<file path="src/rtl/core/assert_macros.svh">
// assertion macros shared by the matcher rtl
// no dependencies; included by the files that carry assertions
`ifndef ASSERT_MACROS_SVH
`define ASSERT_MACROS_SVH

// property checked at every clock edge outside reset
`define SCM_ASSERT(name, clk, rst, prop, msg) \
  name: assert property (@(posedge clk) disable iff (rst) (prop)) else $error(msg);

// property checked on the cycle after a trigger
`define SCM_ASSERT_NEXT(name, clk, rst, trig, prop, msg) \
  name: assert property (@(posedge clk) disable iff (rst) (trig) |=> (prop)) else $error(msg);

`endif

</file>
<file path="src/rtl/core/scm_pkg.sv">
// shared types and constants of the serial command line matcher
// no dependencies; imported by every module of the block
`default_nettype none

package scm_pkg;

  localparam int LINE_CHARS_DEF    = 32;
  localparam int COMMAND_SLOTS_DEF = 16;

  localparam int BYTE_W   = 8;
  localparam int SLOT_W   = 4;
  localparam int POS_W    = 5;
  localparam int COUNT_W  = 5;
  localparam int INDEX_W  = 4;
  localparam int CFG_IDX_W = 2;

  // input tdata layout, lowest bit first
  localparam int IN_TDATA_W  = 32;
  localparam int IN_BYTE_LO  = 0;
  localparam int IN_SLOT_LO  = IN_BYTE_LO + BYTE_W;
  localparam int IN_POS_LO   = IN_SLOT_LO + SLOT_W;
  localparam int IN_CHAR_LO  = IN_POS_LO + POS_W;
  localparam int OUT_TDATA_W = 8;

  localparam logic OP_RX    = 1'b0;
  localparam logic OP_TABLE = 1'b1;

  localparam logic [CFG_IDX_W-1:0] CFG_TERMINATOR = 2'd0;
  localparam logic [CFG_IDX_W-1:0] CFG_DELIMITER  = 2'd1;
  localparam logic [CFG_IDX_W-1:0] CFG_COUNT      = 2'd2;

  localparam logic [BYTE_W-1:0]  TERMINATOR_RST = 8'h0D;
  localparam logic [BYTE_W-1:0]  DELIMITER_RST  = 8'h20;
  localparam logic [COUNT_W-1:0] COUNT_RST      = 5'd0;

  typedef struct packed {
    logic [BYTE_W-1:0]  terminator;
    logic [BYTE_W-1:0]  delimiter;
    logic [COUNT_W-1:0] command_count;
  } cfg_t;

  typedef struct packed {
    logic               operation;
    logic [BYTE_W-1:0]  rx_byte;
    logic [SLOT_W-1:0]  slot;
    logic [POS_W-1:0]   position;
    logic [BYTE_W-1:0]  table_char;
  } item_t;

  typedef struct packed {
    logic               valid;
    logic               matched;
    logic [INDEX_W-1:0] command_index;
  } result_t;

endpackage

`default_nettype wire

</file>
<file path="src/rtl/core/serial_command_line_matcher.sv">
// serial command line matcher
// Byte stream in on s_axis, one result beat out on m_axis per terminated line
// holding a word. s_axis_tuser[0] selects a received byte (0) or a command
// table character write (1). Table writes and ordinary bytes leave the block
// idle and ready for the next beat. A terminator byte walks the line buffer
// for the first word, one read of the line memory per character, and then the
// command table in slot order, one read of each memory per compared character,
// stopping a slot at its first mismatch. The result sits in an output
// register; a stalled receiver holds the block in its final step and no new
// beat is taken until the result is loaded into the output register. Reset
// restores terminator 0x0d, delimiter 0x20, command count 0 and an empty line;
// line and table memories are not cleared and table slots must be loaded before
// use. Configuration writes go through cfg_we, cfg_index, cfg_data.
// depends on scm_pkg, scm_line_ram, scm_cmd_ram, scm_seq
`default_nettype none

module serial_command_line_matcher #(
  parameter int LINE_CHARS    = scm_pkg::LINE_CHARS_DEF,
  parameter int COMMAND_SLOTS = scm_pkg::COMMAND_SLOTS_DEF
) (
  input  wire                               clk,
  input  wire                               rst,
  input  wire                               s_axis_tvalid,
  output logic                              s_axis_tready,
  // rx_byte[7:0], slot[11:8], position[16:12], table_char[24:17], zero
  input  wire  [scm_pkg::IN_TDATA_W-1:0]    s_axis_tdata,
  // operation[0]
  input  wire  [0:0]                        s_axis_tuser,
  output logic                              m_axis_tvalid,
  input  wire                               m_axis_tready,
  // matched[0], command_index[4:1], zero
  output logic [scm_pkg::OUT_TDATA_W-1:0]   m_axis_tdata,
  input  wire                               cfg_we,
  input  wire  [scm_pkg::CFG_IDX_W-1:0]     cfg_index,
  input  wire  [scm_pkg::BYTE_W-1:0]        cfg_data
);
  import scm_pkg::*;

  localparam int LW = $clog2(LINE_CHARS);
  localparam int SW = (COMMAND_SLOTS > 1) ? $clog2(COMMAND_SLOTS) : 1;

  cfg_t    cfg;
  item_t   item;
  result_t res;
  logic    out_busy;
  logic    out_matched;
  logic [INDEX_W-1:0] out_index;

  logic              line_we;
  logic [LW-1:0]     line_waddr;
  logic [BYTE_W-1:0] line_wdata;
  logic [LW-1:0]     line_raddr;
  logic [BYTE_W-1:0] line_rdata;
  logic              tbl_we;
  logic [SW-1:0]     tbl_wslot;
  logic [LW-1:0]     tbl_wpos;
  logic [BYTE_W-1:0] tbl_wdata;
  logic [SW-1:0]     tbl_rslot;
  logic [LW-1:0]     tbl_rpos;
  logic [BYTE_W-1:0] tbl_rdata;

  always_comb begin
    item.operation  = s_axis_tuser[0];
    item.rx_byte    = s_axis_tdata[IN_BYTE_LO +: BYTE_W];
    item.slot       = s_axis_tdata[IN_SLOT_LO +: SLOT_W];
    item.position   = s_axis_tdata[IN_POS_LO +: POS_W];
    item.table_char = s_axis_tdata[IN_CHAR_LO +: BYTE_W];
    out_busy        = m_axis_tvalid && !m_axis_tready;
    m_axis_tdata    = {{(OUT_TDATA_W - INDEX_W - 1){1'b0}}, out_index, out_matched};
  end

  always_ff @(posedge clk) begin
    if (rst) begin
      cfg.terminator    <= TERMINATOR_RST;
      cfg.delimiter     <= DELIMITER_RST;
      cfg.command_count <= COUNT_RST;
    end else if (cfg_we) begin
      case (cfg_index)
        CFG_TERMINATOR: cfg.terminator    <= cfg_data;
        CFG_DELIMITER:  cfg.delimiter     <= cfg_data;
        CFG_COUNT:      cfg.command_count <= cfg_data[COUNT_W-1:0];
        default: ;
      endcase
    end
  end

  // result beat register
  always_ff @(posedge clk) begin
    if (rst) begin
      m_axis_tvalid <= 1'b0;
    end else if (res.valid) begin
      m_axis_tvalid <= 1'b1;
    end else if (m_axis_tready) begin
      m_axis_tvalid <= 1'b0;
    end
  end

  always_ff @(posedge clk) begin
    if (res.valid) begin
      out_matched <= res.matched;
      out_index   <= res.command_index;
    end
  end

  scm_seq #(
    .LINE_CHARS    (LINE_CHARS),
    .COMMAND_SLOTS (COMMAND_SLOTS)
  ) u_seq (
    .clk        (clk),
    .rst        (rst),
    .cfg        (cfg),
    .in_valid   (s_axis_tvalid),
    .in_item    (item),
    .in_ready   (s_axis_tready),
    .out_busy   (out_busy),
    .res        (res),
    .line_we    (line_we),
    .line_waddr (line_waddr),
    .line_wdata (line_wdata),
    .line_raddr (line_raddr),
    .line_rdata (line_rdata),
    .tbl_we     (tbl_we),
    .tbl_wslot  (tbl_wslot),
    .tbl_wpos   (tbl_wpos),
    .tbl_wdata  (tbl_wdata),
    .tbl_rslot  (tbl_rslot),
    .tbl_rpos   (tbl_rpos),
    .tbl_rdata  (tbl_rdata)
  );

  scm_line_ram #(
    .LINE_CHARS (LINE_CHARS)
  ) u_line_ram (
    .clk   (clk),
    .we    (line_we),
    .waddr (line_waddr),
    .wdata (line_wdata),
    .raddr (line_raddr),
    .rdata (line_rdata)
  );

  scm_cmd_ram #(
    .LINE_CHARS    (LINE_CHARS),
    .COMMAND_SLOTS (COMMAND_SLOTS)
  ) u_cmd_ram (
    .clk   (clk),
    .we    (tbl_we),
    .wslot (tbl_wslot),
    .wpos  (tbl_wpos),
    .wdata (tbl_wdata),
    .rslot (tbl_rslot),
    .rpos  (tbl_rpos),
    .rdata (tbl_rdata)
  );

endmodule

`default_nettype wire

</file>
<file path="src/rtl/core/scm_line_ram.sv">
// line buffer memory: one write port, one registered read port
// depends on scm_pkg
`default_nettype none

module scm_line_ram #(
  parameter int LINE_CHARS = scm_pkg::LINE_CHARS_DEF
) (
  input  wire                              clk,
  input  wire                              we,
  input  wire  [$clog2(LINE_CHARS)-1:0]    waddr,
  input  wire  [scm_pkg::BYTE_W-1:0]       wdata,
  input  wire  [$clog2(LINE_CHARS)-1:0]    raddr,
  output logic [scm_pkg::BYTE_W-1:0]       rdata
);
  import scm_pkg::*;

  logic [BYTE_W-1:0] mem [LINE_CHARS];

  always_ff @(posedge clk) begin
    if (we) begin
      mem[waddr] <= wdata;
    end
  end

  always_ff @(posedge clk) begin
    rdata <= mem[raddr];
  end

endmodule

`default_nettype wire

</file>
<file path="src/rtl/core/scm_cmd_ram.sv">
// command table memory, slot by character, registered read port
// depends on scm_pkg
`default_nettype none

module scm_cmd_ram #(
  parameter int LINE_CHARS    = scm_pkg::LINE_CHARS_DEF,
  parameter int COMMAND_SLOTS = scm_pkg::COMMAND_SLOTS_DEF,
  localparam int LW = $clog2(LINE_CHARS),
  localparam int SW = (COMMAND_SLOTS > 1) ? $clog2(COMMAND_SLOTS) : 1
) (
  input  wire                         clk,
  input  wire                         we,
  input  wire  [SW-1:0]               wslot,
  input  wire  [LW-1:0]               wpos,
  input  wire  [scm_pkg::BYTE_W-1:0]  wdata,
  input  wire  [SW-1:0]               rslot,
  input  wire  [LW-1:0]               rpos,
  output logic [scm_pkg::BYTE_W-1:0]  rdata
);
  import scm_pkg::*;

  logic [BYTE_W-1:0] mem [COMMAND_SLOTS][LINE_CHARS];

  always_ff @(posedge clk) begin
    if (we) begin
      mem[wslot][wpos] <= wdata;
    end
  end

  always_ff @(posedge clk) begin
    rdata <= mem[rslot][rpos];
  end

endmodule

`default_nettype wire

</file>
<file path="src/rtl/core/scm_seq.sv">
// sequencer: line append, word scan and table compare over the two memories
// depends on scm_pkg and assert_macros.svh
`default_nettype none
`include "assert_macros.svh"

module scm_seq #(
  parameter int LINE_CHARS    = scm_pkg::LINE_CHARS_DEF,
  parameter int COMMAND_SLOTS = scm_pkg::COMMAND_SLOTS_DEF,
  localparam int LW = $clog2(LINE_CHARS),
  localparam int SW = (COMMAND_SLOTS > 1) ? $clog2(COMMAND_SLOTS) : 1
) (
  input  wire                         clk,
  input  wire                         rst,
  input  scm_pkg::cfg_t               cfg,
  input  wire                         in_valid,
  input  scm_pkg::item_t              in_item,
  output logic                        in_ready,
  input  wire                         out_busy,
  output scm_pkg::result_t            res,
  output logic                        line_we,
  output logic [LW-1:0]               line_waddr,
  output logic [scm_pkg::BYTE_W-1:0]  line_wdata,
  output logic [LW-1:0]               line_raddr,
  input  wire  [scm_pkg::BYTE_W-1:0]  line_rdata,
  output logic                        tbl_we,
  output logic [SW-1:0]               tbl_wslot,
  output logic [LW-1:0]               tbl_wpos,
  output logic [scm_pkg::BYTE_W-1:0]  tbl_wdata,
  output logic [SW-1:0]               tbl_rslot,
  output logic [LW-1:0]               tbl_rpos,
  input  wire  [scm_pkg::BYTE_W-1:0]  tbl_rdata
);
  import scm_pkg::*;

  localparam int CW = $clog2(COMMAND_SLOTS + 1);

  typedef enum logic [8:0] {
    S_IDLE     = 9'b000000001,
    S_SCAN_RD  = 9'b000000010,
    S_SCAN_CK  = 9'b000000100,
    S_FIND_RD  = 9'b000001000,
    S_FIND_CK  = 9'b000010000,
    S_SETUP    = 9'b000100000,
    S_MATCH_RD = 9'b001000000,
    S_MATCH_CK = 9'b010000000,
    S_DONE     = 9'b100000000
  } state_t;

  function automatic logic is_printable(input logic [BYTE_W-1:0] b);
    return (b >= 8'h20) && (b <= 8'h7E);
  endfunction

  state_t            state;
  logic [LW-1:0]     len_q;
  logic [LW-1:0]     end_q;
  logic [LW-1:0]     idx_q;
  logic [LW-1:0]     start_q;
  logic [LW-1:0]     wlen_q;
  logic [LW-1:0]     k_q;
  logic [CW-1:0]     slot_q;
  logic              found_q;
  logic [BYTE_W-1:0] byte_q;
  logic              byte_printable_q;

  logic          accept;
  logic          is_term;
  logic          tbl_in_range;
  logic [LW-1:0] idx_inc;
  logic [CW-1:0] slot_inc;
  logic [CW-1:0] limit;

  always_comb begin
    in_ready     = (state == S_IDLE);
    accept       = in_valid && in_ready;
    is_term      = (in_item.operation == OP_RX) && (in_item.rx_byte == cfg.terminator);
    tbl_in_range = (int'(in_item.slot) < COMMAND_SLOTS) &&
                   (int'(in_item.position) < LINE_CHARS);
    idx_inc      = idx_q + 1'b1;
    slot_inc     = slot_q + 1'b1;
    if (int'(cfg.command_count) > COMMAND_SLOTS) begin
      limit = CW'(COMMAND_SLOTS);
    end else begin
      limit = CW'(cfg.command_count);
    end

    tbl_we    = accept && (in_item.operation == OP_TABLE) && tbl_in_range;
    tbl_wslot = SW'(in_item.slot);
    tbl_wpos  = LW'(in_item.position);
    tbl_wdata = in_item.table_char;
    tbl_rslot = SW'(slot_q);
    tbl_rpos  = k_q;

    line_we    = 1'b0;
    line_waddr = len_q;
    line_wdata = in_item.rx_byte;
    if (accept && (in_item.operation == OP_RX) && !is_term && is_printable(in_item.rx_byte)) begin
      line_we = 1'b1;
    end
    // printable terminator opens the next line once the result has gone out
    if ((state == S_DONE) && !out_busy && byte_printable_q) begin
      line_we    = 1'b1;
      line_waddr = '0;
      line_wdata = byte_q;
    end
    line_raddr = (state == S_MATCH_RD) ? LW'(start_q + k_q) : idx_q;

    res.valid         = (state == S_DONE) && !out_busy;
    res.matched       = found_q;
    res.command_index = found_q ? INDEX_W'(slot_q) : '0;
  end

  always_ff @(posedge clk) begin
    if (rst) begin
      state <= S_IDLE;
      len_q <= '0;
    end else begin
      case (state)
        S_IDLE: begin
          if (accept && (in_item.operation == OP_RX)) begin
            if (!is_term) begin
              if (is_printable(in_item.rx_byte)) begin
                len_q <= (len_q == LW'(LINE_CHARS - 1)) ? '0 : LW'(len_q + 1'b1);
              end
            end else begin
              end_q            <= len_q;
              len_q            <= '0;
              idx_q            <= '0;
              byte_q           <= in_item.rx_byte;
              byte_printable_q <= is_printable(in_item.rx_byte);
              if (len_q != '0) begin
                state <= S_SCAN_RD;
              end
            end
          end
        end
        S_SCAN_RD: state <= S_SCAN_CK;
        S_SCAN_CK: begin
          idx_q <= idx_inc;
          if (line_rdata == cfg.delimiter) begin
            // only delimiters in the line: no word, no beat
            state <= (idx_inc == end_q) ? S_IDLE : S_SCAN_RD;
          end else begin
            start_q <= idx_q;
            state   <= (idx_inc == end_q) ? S_SETUP : S_FIND_RD;
          end
        end
        S_FIND_RD: state <= S_FIND_CK;
        S_FIND_CK: begin
          if (line_rdata == cfg.delimiter) begin
            state <= S_SETUP;
          end else begin
            idx_q <= idx_inc;
            state <= (idx_inc == end_q) ? S_SETUP : S_FIND_RD;
          end
        end
        S_SETUP: begin
          wlen_q  <= idx_q - start_q;
          slot_q  <= '0;
          k_q     <= '0;
          found_q <= 1'b0;
          state   <= (limit == '0) ? S_DONE : S_MATCH_RD;
        end
        S_MATCH_RD: state <= S_MATCH_CK;
        S_MATCH_CK: begin
          if ((k_q == wlen_q) && (tbl_rdata == '0)) begin
            found_q <= 1'b1;
            state   <= S_DONE;
          end else if ((k_q == wlen_q) || (tbl_rdata != line_rdata)) begin
            slot_q <= slot_inc;
            k_q    <= '0;
            state  <= (slot_inc == limit) ? S_DONE : S_MATCH_RD;
          end else begin
            k_q   <= k_q + 1'b1;
            state <= S_MATCH_RD;
          end
        end
        S_DONE: begin
          if (!out_busy) begin
            state <= S_IDLE;
            if (byte_printable_q) begin
              len_q <= LW'(1);
            end
          end
        end
        default: state <= S_IDLE;
      endcase
    end
  end

  `SCM_ASSERT(a_tbl_write_on_beat, clk, rst, tbl_we |-> accept, "table write without input beat")
  `SCM_ASSERT(a_scan_in_line, clk, rst, ((state == S_SCAN_CK) || (state == S_FIND_CK)) |-> (idx_q < end_q), "scan beyond line end")
  `SCM_ASSERT(a_match_in_word, clk, rst, (state == S_MATCH_CK) |-> (k_q <= wlen_q), "compare beyond word end")
  `SCM_ASSERT_NEXT(a_idle_after_result, clk, rst, res.valid, (state == S_IDLE), "sequencer busy after result")

endmodule

`default_nettype wire
</file>
<file path="config.mk">
export PLATFORM = sky130hd
export DESIGN_NAME = serial_command_line_matcher
export DESIGN_NICKNAME = d
export VERILOG_FILES = /design/src/rtl/core/scm_pkg.sv /design/src/rtl/core/serial_command_line_matcher.sv /design/src/rtl/core/scm_line_ram.sv /design/src/rtl/core/scm_cmd_ram.sv /design/src/rtl/core/scm_seq.sv
export VERILOG_INCLUDE_DIRS = /design/src /design/src/rtl/core
export SDC_FILE = /design/constraint.sdc
export NUM_CORES = 2
export LEC_CHECK = 0
export ABC_AREA = 0
export BUFFER_PORTS_ARGS = -buffer_cell sky130_fd_sc_hd__buf_2
export CAP_MARGIN = 20
export CORE_MARGIN = 4
export CORE_UTILIZATION = 25
export DETAILED_ROUTE_END_ITERATION = 10
export PLACE_DENSITY = 0.41
export SLEW_MARGIN = 25
export SYNTH_ARGS = -nofsm -noshare
export SYNTH_HDL_FRONTEND = slang
export SYNTH_HIERARCHICAL = 1
export SYNTH_MEMORY_MAX_BITS = 65536
export SYNTH_SLANG_ARGS = --single-unit
</file>
<file path="constraint.sdc">
create_clock -name clk -period 4.6 [get_ports clk]
set_clock_uncertainty 0.1 [all_clocks]
set_input_delay 1.15 -clock clk [delete_from_list [all_inputs] [get_ports clk]]
set_output_delay 1.15 -clock clk [all_outputs]
set_load 0.01 [all_outputs]
</file>
==> metrics.md <==
| Metric | Value |
|---|---|
| Status | `finished, final reports clean` |
| Post CTS Setup Buffer Count | `0` |
| Vias | `89.97k` |
| Share of the synthesized area in the top cell type | `0.7561` |
| Register share of total power | `0.532` |
| YS warnings | `6` |
| Worst EP arrival | `5290 ps` |
| Unrepaired setup endpoints after global routing | `no` |
| H-tree depth | `5` |
| Pwr Density | `404.9 mW/mm²` |
| Number of flops mapped to enable cells by yosys | `4397` |
| Dpl hpwl | `332000 µm` |
| Num CTS Buffers | `471` |
| Synth area leaders | `edfxtp_1, mux4_2, mux2i_1` |
| Setup violators final | `0` |
| Period minus WS final | `4383 ps` |
| Post-cts gate resize count | `0` |
| Post-synth top flop | `edfxtp_1` |
| ANT nets after route | `0` |
| Most common cell after layout, fill and taps aside | `edfxtp_1` |
| Die X | `843.8 µm` |
| Peak supply drop | `348.5 µV` |
| Peak Freq | `228.1 MHz` |
| Register clock-pin slew on the reported worst setup and hold paths | `60 ps` |
| Worst flop-to-flop path startpoint | `u_seq/slot_q[1]$_SDFFCE_PN0P_` |
| Max-capacitance violation count | `0` |
| Hold_buf cts | `0` |
| Die Y | `843.8 µm` |
| # nets final | `9793` |
| Clock tree buffer depth | `4` |
| Final period utilization | `0.9529` |
| Area of the multi-input gates | `0.03847 mm²` |
| Initial Util | `0.2512` |
| 1st-iter DRT viols | `7982` |
| Clock share of power | `0.454` |
| Worst slew margin | `0.2175` |
| CP Max Fanout | `24` |
| P&R area growth vs syn | `18.54%` |
| Vias per cell | `4.639` |
| Final Hold Vio Count | `0` |
| Async SR Flop Fraction | `0` |
| Switching Power | `17.11 mW` |
| Final hold slack | `253.6 ps` |
| Cell variety after synth | `81` |
| Post-route non-filler standard cell count | `19.39k` |
| First-pass GRT wire length | `731800 µm` |
| Share of cells above drive strength 1 | `0.2379` |
| Worst EP required | `5510 ps` |
| Grt total ovfl | `0` |
| Routability cong. | `0.8120` |
| Crit path capture type | `flip-flop` |
| Register area | `0.1331 mm²` |
| Clk_lat worst skew | `1040 ps` |
| Part of the power in combinational logic | `0.014` |
| Num ports | `58` |
| Hold path start | `s_axis_tdata[7]` |
| Mapped Avg Cell Area | `19.63 µm²` |
| Sw Ratio | `0.2041` |
| Syn Inst Count | `8898` |
| Quantity of I/O buffers inserted on ports | `47` |
| P_int | `66.71 mW` |
| Leading cell types in the layout, fill and taps excluded | `edfxtp_1, mux2i_1, buf_4, mux4_2, nor2_1` |
| Final wirelength | `520600 µm` |
| Vias in the first global route | `93.56k` |
| HP Class | `input port to flip-flop` |
| CP Cell Sequence | `buf_12 -> nand2b_4 -> buf_12 -> o221ai_1 -> a21oi_1 -> nor4_1 -> buf_4 -> nand4_1 -> nor4_1 -> buf_4 -> o2111a_1` |
| Post-Syn Area | `0.1746 mm²` |
| DRC | `0` |
| Worst reg2reg path depth | `11` |
| Pwr Total | `83.81 mW` |
| Largest net degree at the start of global routing | `146` |
| Root Driver | `clkbuf_16` |
| Core ar. | `0.6953 mm²` |
| Hold Path Stages | `1` |
| Die area | `0.7120 mm²` |
| Slew @ Worst Pin | `1174 ps` |
| Area leader, netlist | `edfxtp_1` |
| Crit path launch type | `flip-flop` |
| WL per Instance | `26.84 µm` |
| Rows | `306` |
| Register area share after synthesis | `0.7620` |
| Fillers | `68.12k` |
| Slowest-stage cell, CP | `nor4_1` |
| Slew Limit Fails | `0` |
| Synth Register Bits | `4449` |
| Worst setup path class | `flip-flop to flip-flop` |
| Gr usage total | `0.1414` |
| CTS tree | `yes` |
| Initial antenna violation count | `37` |
| Post-Place Cells | `18.50k` |
| Slowest cell delay on critical path | `690 ps` |
| Clock Sink Count | `4449` |
| First-pass iteration count of the detailed router | `6` |
| Lkg Pwr | `69.96 nW` |
| Final TNS setup | `0 ps` |
| End-of-flow core utilization | `0.2977` |
| CP startpoint | `u_seq/slot_q[1]$_SDFFCE_PN0P_` |
-- per-stage QoR --
step	setup WS [ps]	area, µm²
CTS	156.8	207000
finish	216.5	207000
global placement	178.6	191500
detailed placement	139.4	191500
floorplan	906.3	174600
global route	143.7	207000
-- path summary, 6_finish.rpt --
kind	to	slack (ps)
setup reg to reg	u_cmd_ram/rdata[3]$_DFF_P_	220
hold reg to reg	cfg[19]$_SDFFE_PP0P_	380
setup / recovery	u_cmd_ram/rdata[3]$_DFF_P_	220
hold / removal	u_seq/byte_q[7]$_DFFE_PP_	250
-- power by group through the flow --
stage | registers [mW] | logic [mW] | clock network [mW]
final | 44.6 | 1.19 | 38.1
after global routing | 44.5 | 1.28 | 40.9
after CTS | 44.5 | 1.24 | 39.2
after detailed placement | 45.4 | 1.24 | 0
after global placement | 45.4 | 1.19 | 0
after floorplan | 45.5 | 0.418 | 0
-- cells by family (layout without fill, tap and decap cells) --
family                     count (synthesis)  count (layout)  synth area share
DFF                                     4449            4449            0.7620
xor gates and xnor gates                  56              56          0.002894
AOI/OAI and AO/OA                       1023            1023           0.04127
muxes                                   1569            1569            0.1426
other                                      1              24        0.00002147
buffers and inverters                    594            1827           0.01920
adders and majority gates                 16              16          0.001232
and+or+nand+nor                         1190            1190           0.03071
-- sequential cells by signal, indices dropped and copies added (netlist names), 4 cells and up --
signal and count:
out_index 4, u_seq/len_q 5, u_seq/end_q 5, u_seq/state 9, u_seq/byte_q 8, u_seq/tbl_rpos 5
u_cmd_ram/rdata 8, u_seq/idx_q 5, u_seq/start_q 5, cfg 21, u_line_ram/mem 256, u_seq/slot_q 5
u_cmd_ram/mem 4096, u_seq/wlen_q 5, u_line_ram/rdata 8
-- cell type report --
class	count	area share
well taps	9240	0.05585
inverters	25	0.0004896
repair buffers	925	0.03995
multi-input cells	3857	0.1858
clock buffers	576	0.05984
clock inverters	301	0.01496
diodes	21	0.0002538
flip-flops and latches	4449	0.6428
-- per-layer routing --
metal	share of wire	global-route usage	vias up	wire length [µm]
li1	-	-	38530	-
met1	0.44	0.1938	48410	227600
met2	0.48	0.2354	2389	250500
met3	0.056	0.02280	629	29400
met4	0.025	0.03343	16	13020
met5	0.00017	0	-	91
-- critical path: cells and delay by family (launching register included) --
family | cells | cell delay, ps
buffers and inverters | 4 | 1020
AOI/OAI and AO/OA | 3 | 900
DFF | 1 | 390
and+or+nand+nor | 4 | 1850
-- synth_stat cells (7+ instances only) --
master	number
edfxtp_1	4397
buf_2	80
nor2_1	675
nor3_1	114
a211oi_1	19
buf_1	51
and3_1	9
o221ai_1	371
clkbuf_1	270
nor4_1	41
ha_1	14
buf_8	10
nor3b_1	10
nor2b_1	10
xnor2_1	30
nand4_1	38
a22oi_1	61
and2_1	30
buf_12	10
mux2i_1	818
buf_6	52
inv_1	24
mux4_2	734
o41ai_1	7
nand2b_1	30
nand3b_1	11
nand3_1	56
o31ai_1	14
o2111a_1	8
buf_4	95
nand2_1	125
dfxtp_1	52
o21ai_0	126
o22ai_1	163
mux2_2	17
or3_1	9
xor2_1	25
a21oi_1	205
nor4b_1	7
Note: power is estimated with default switching activity, not from simulation.
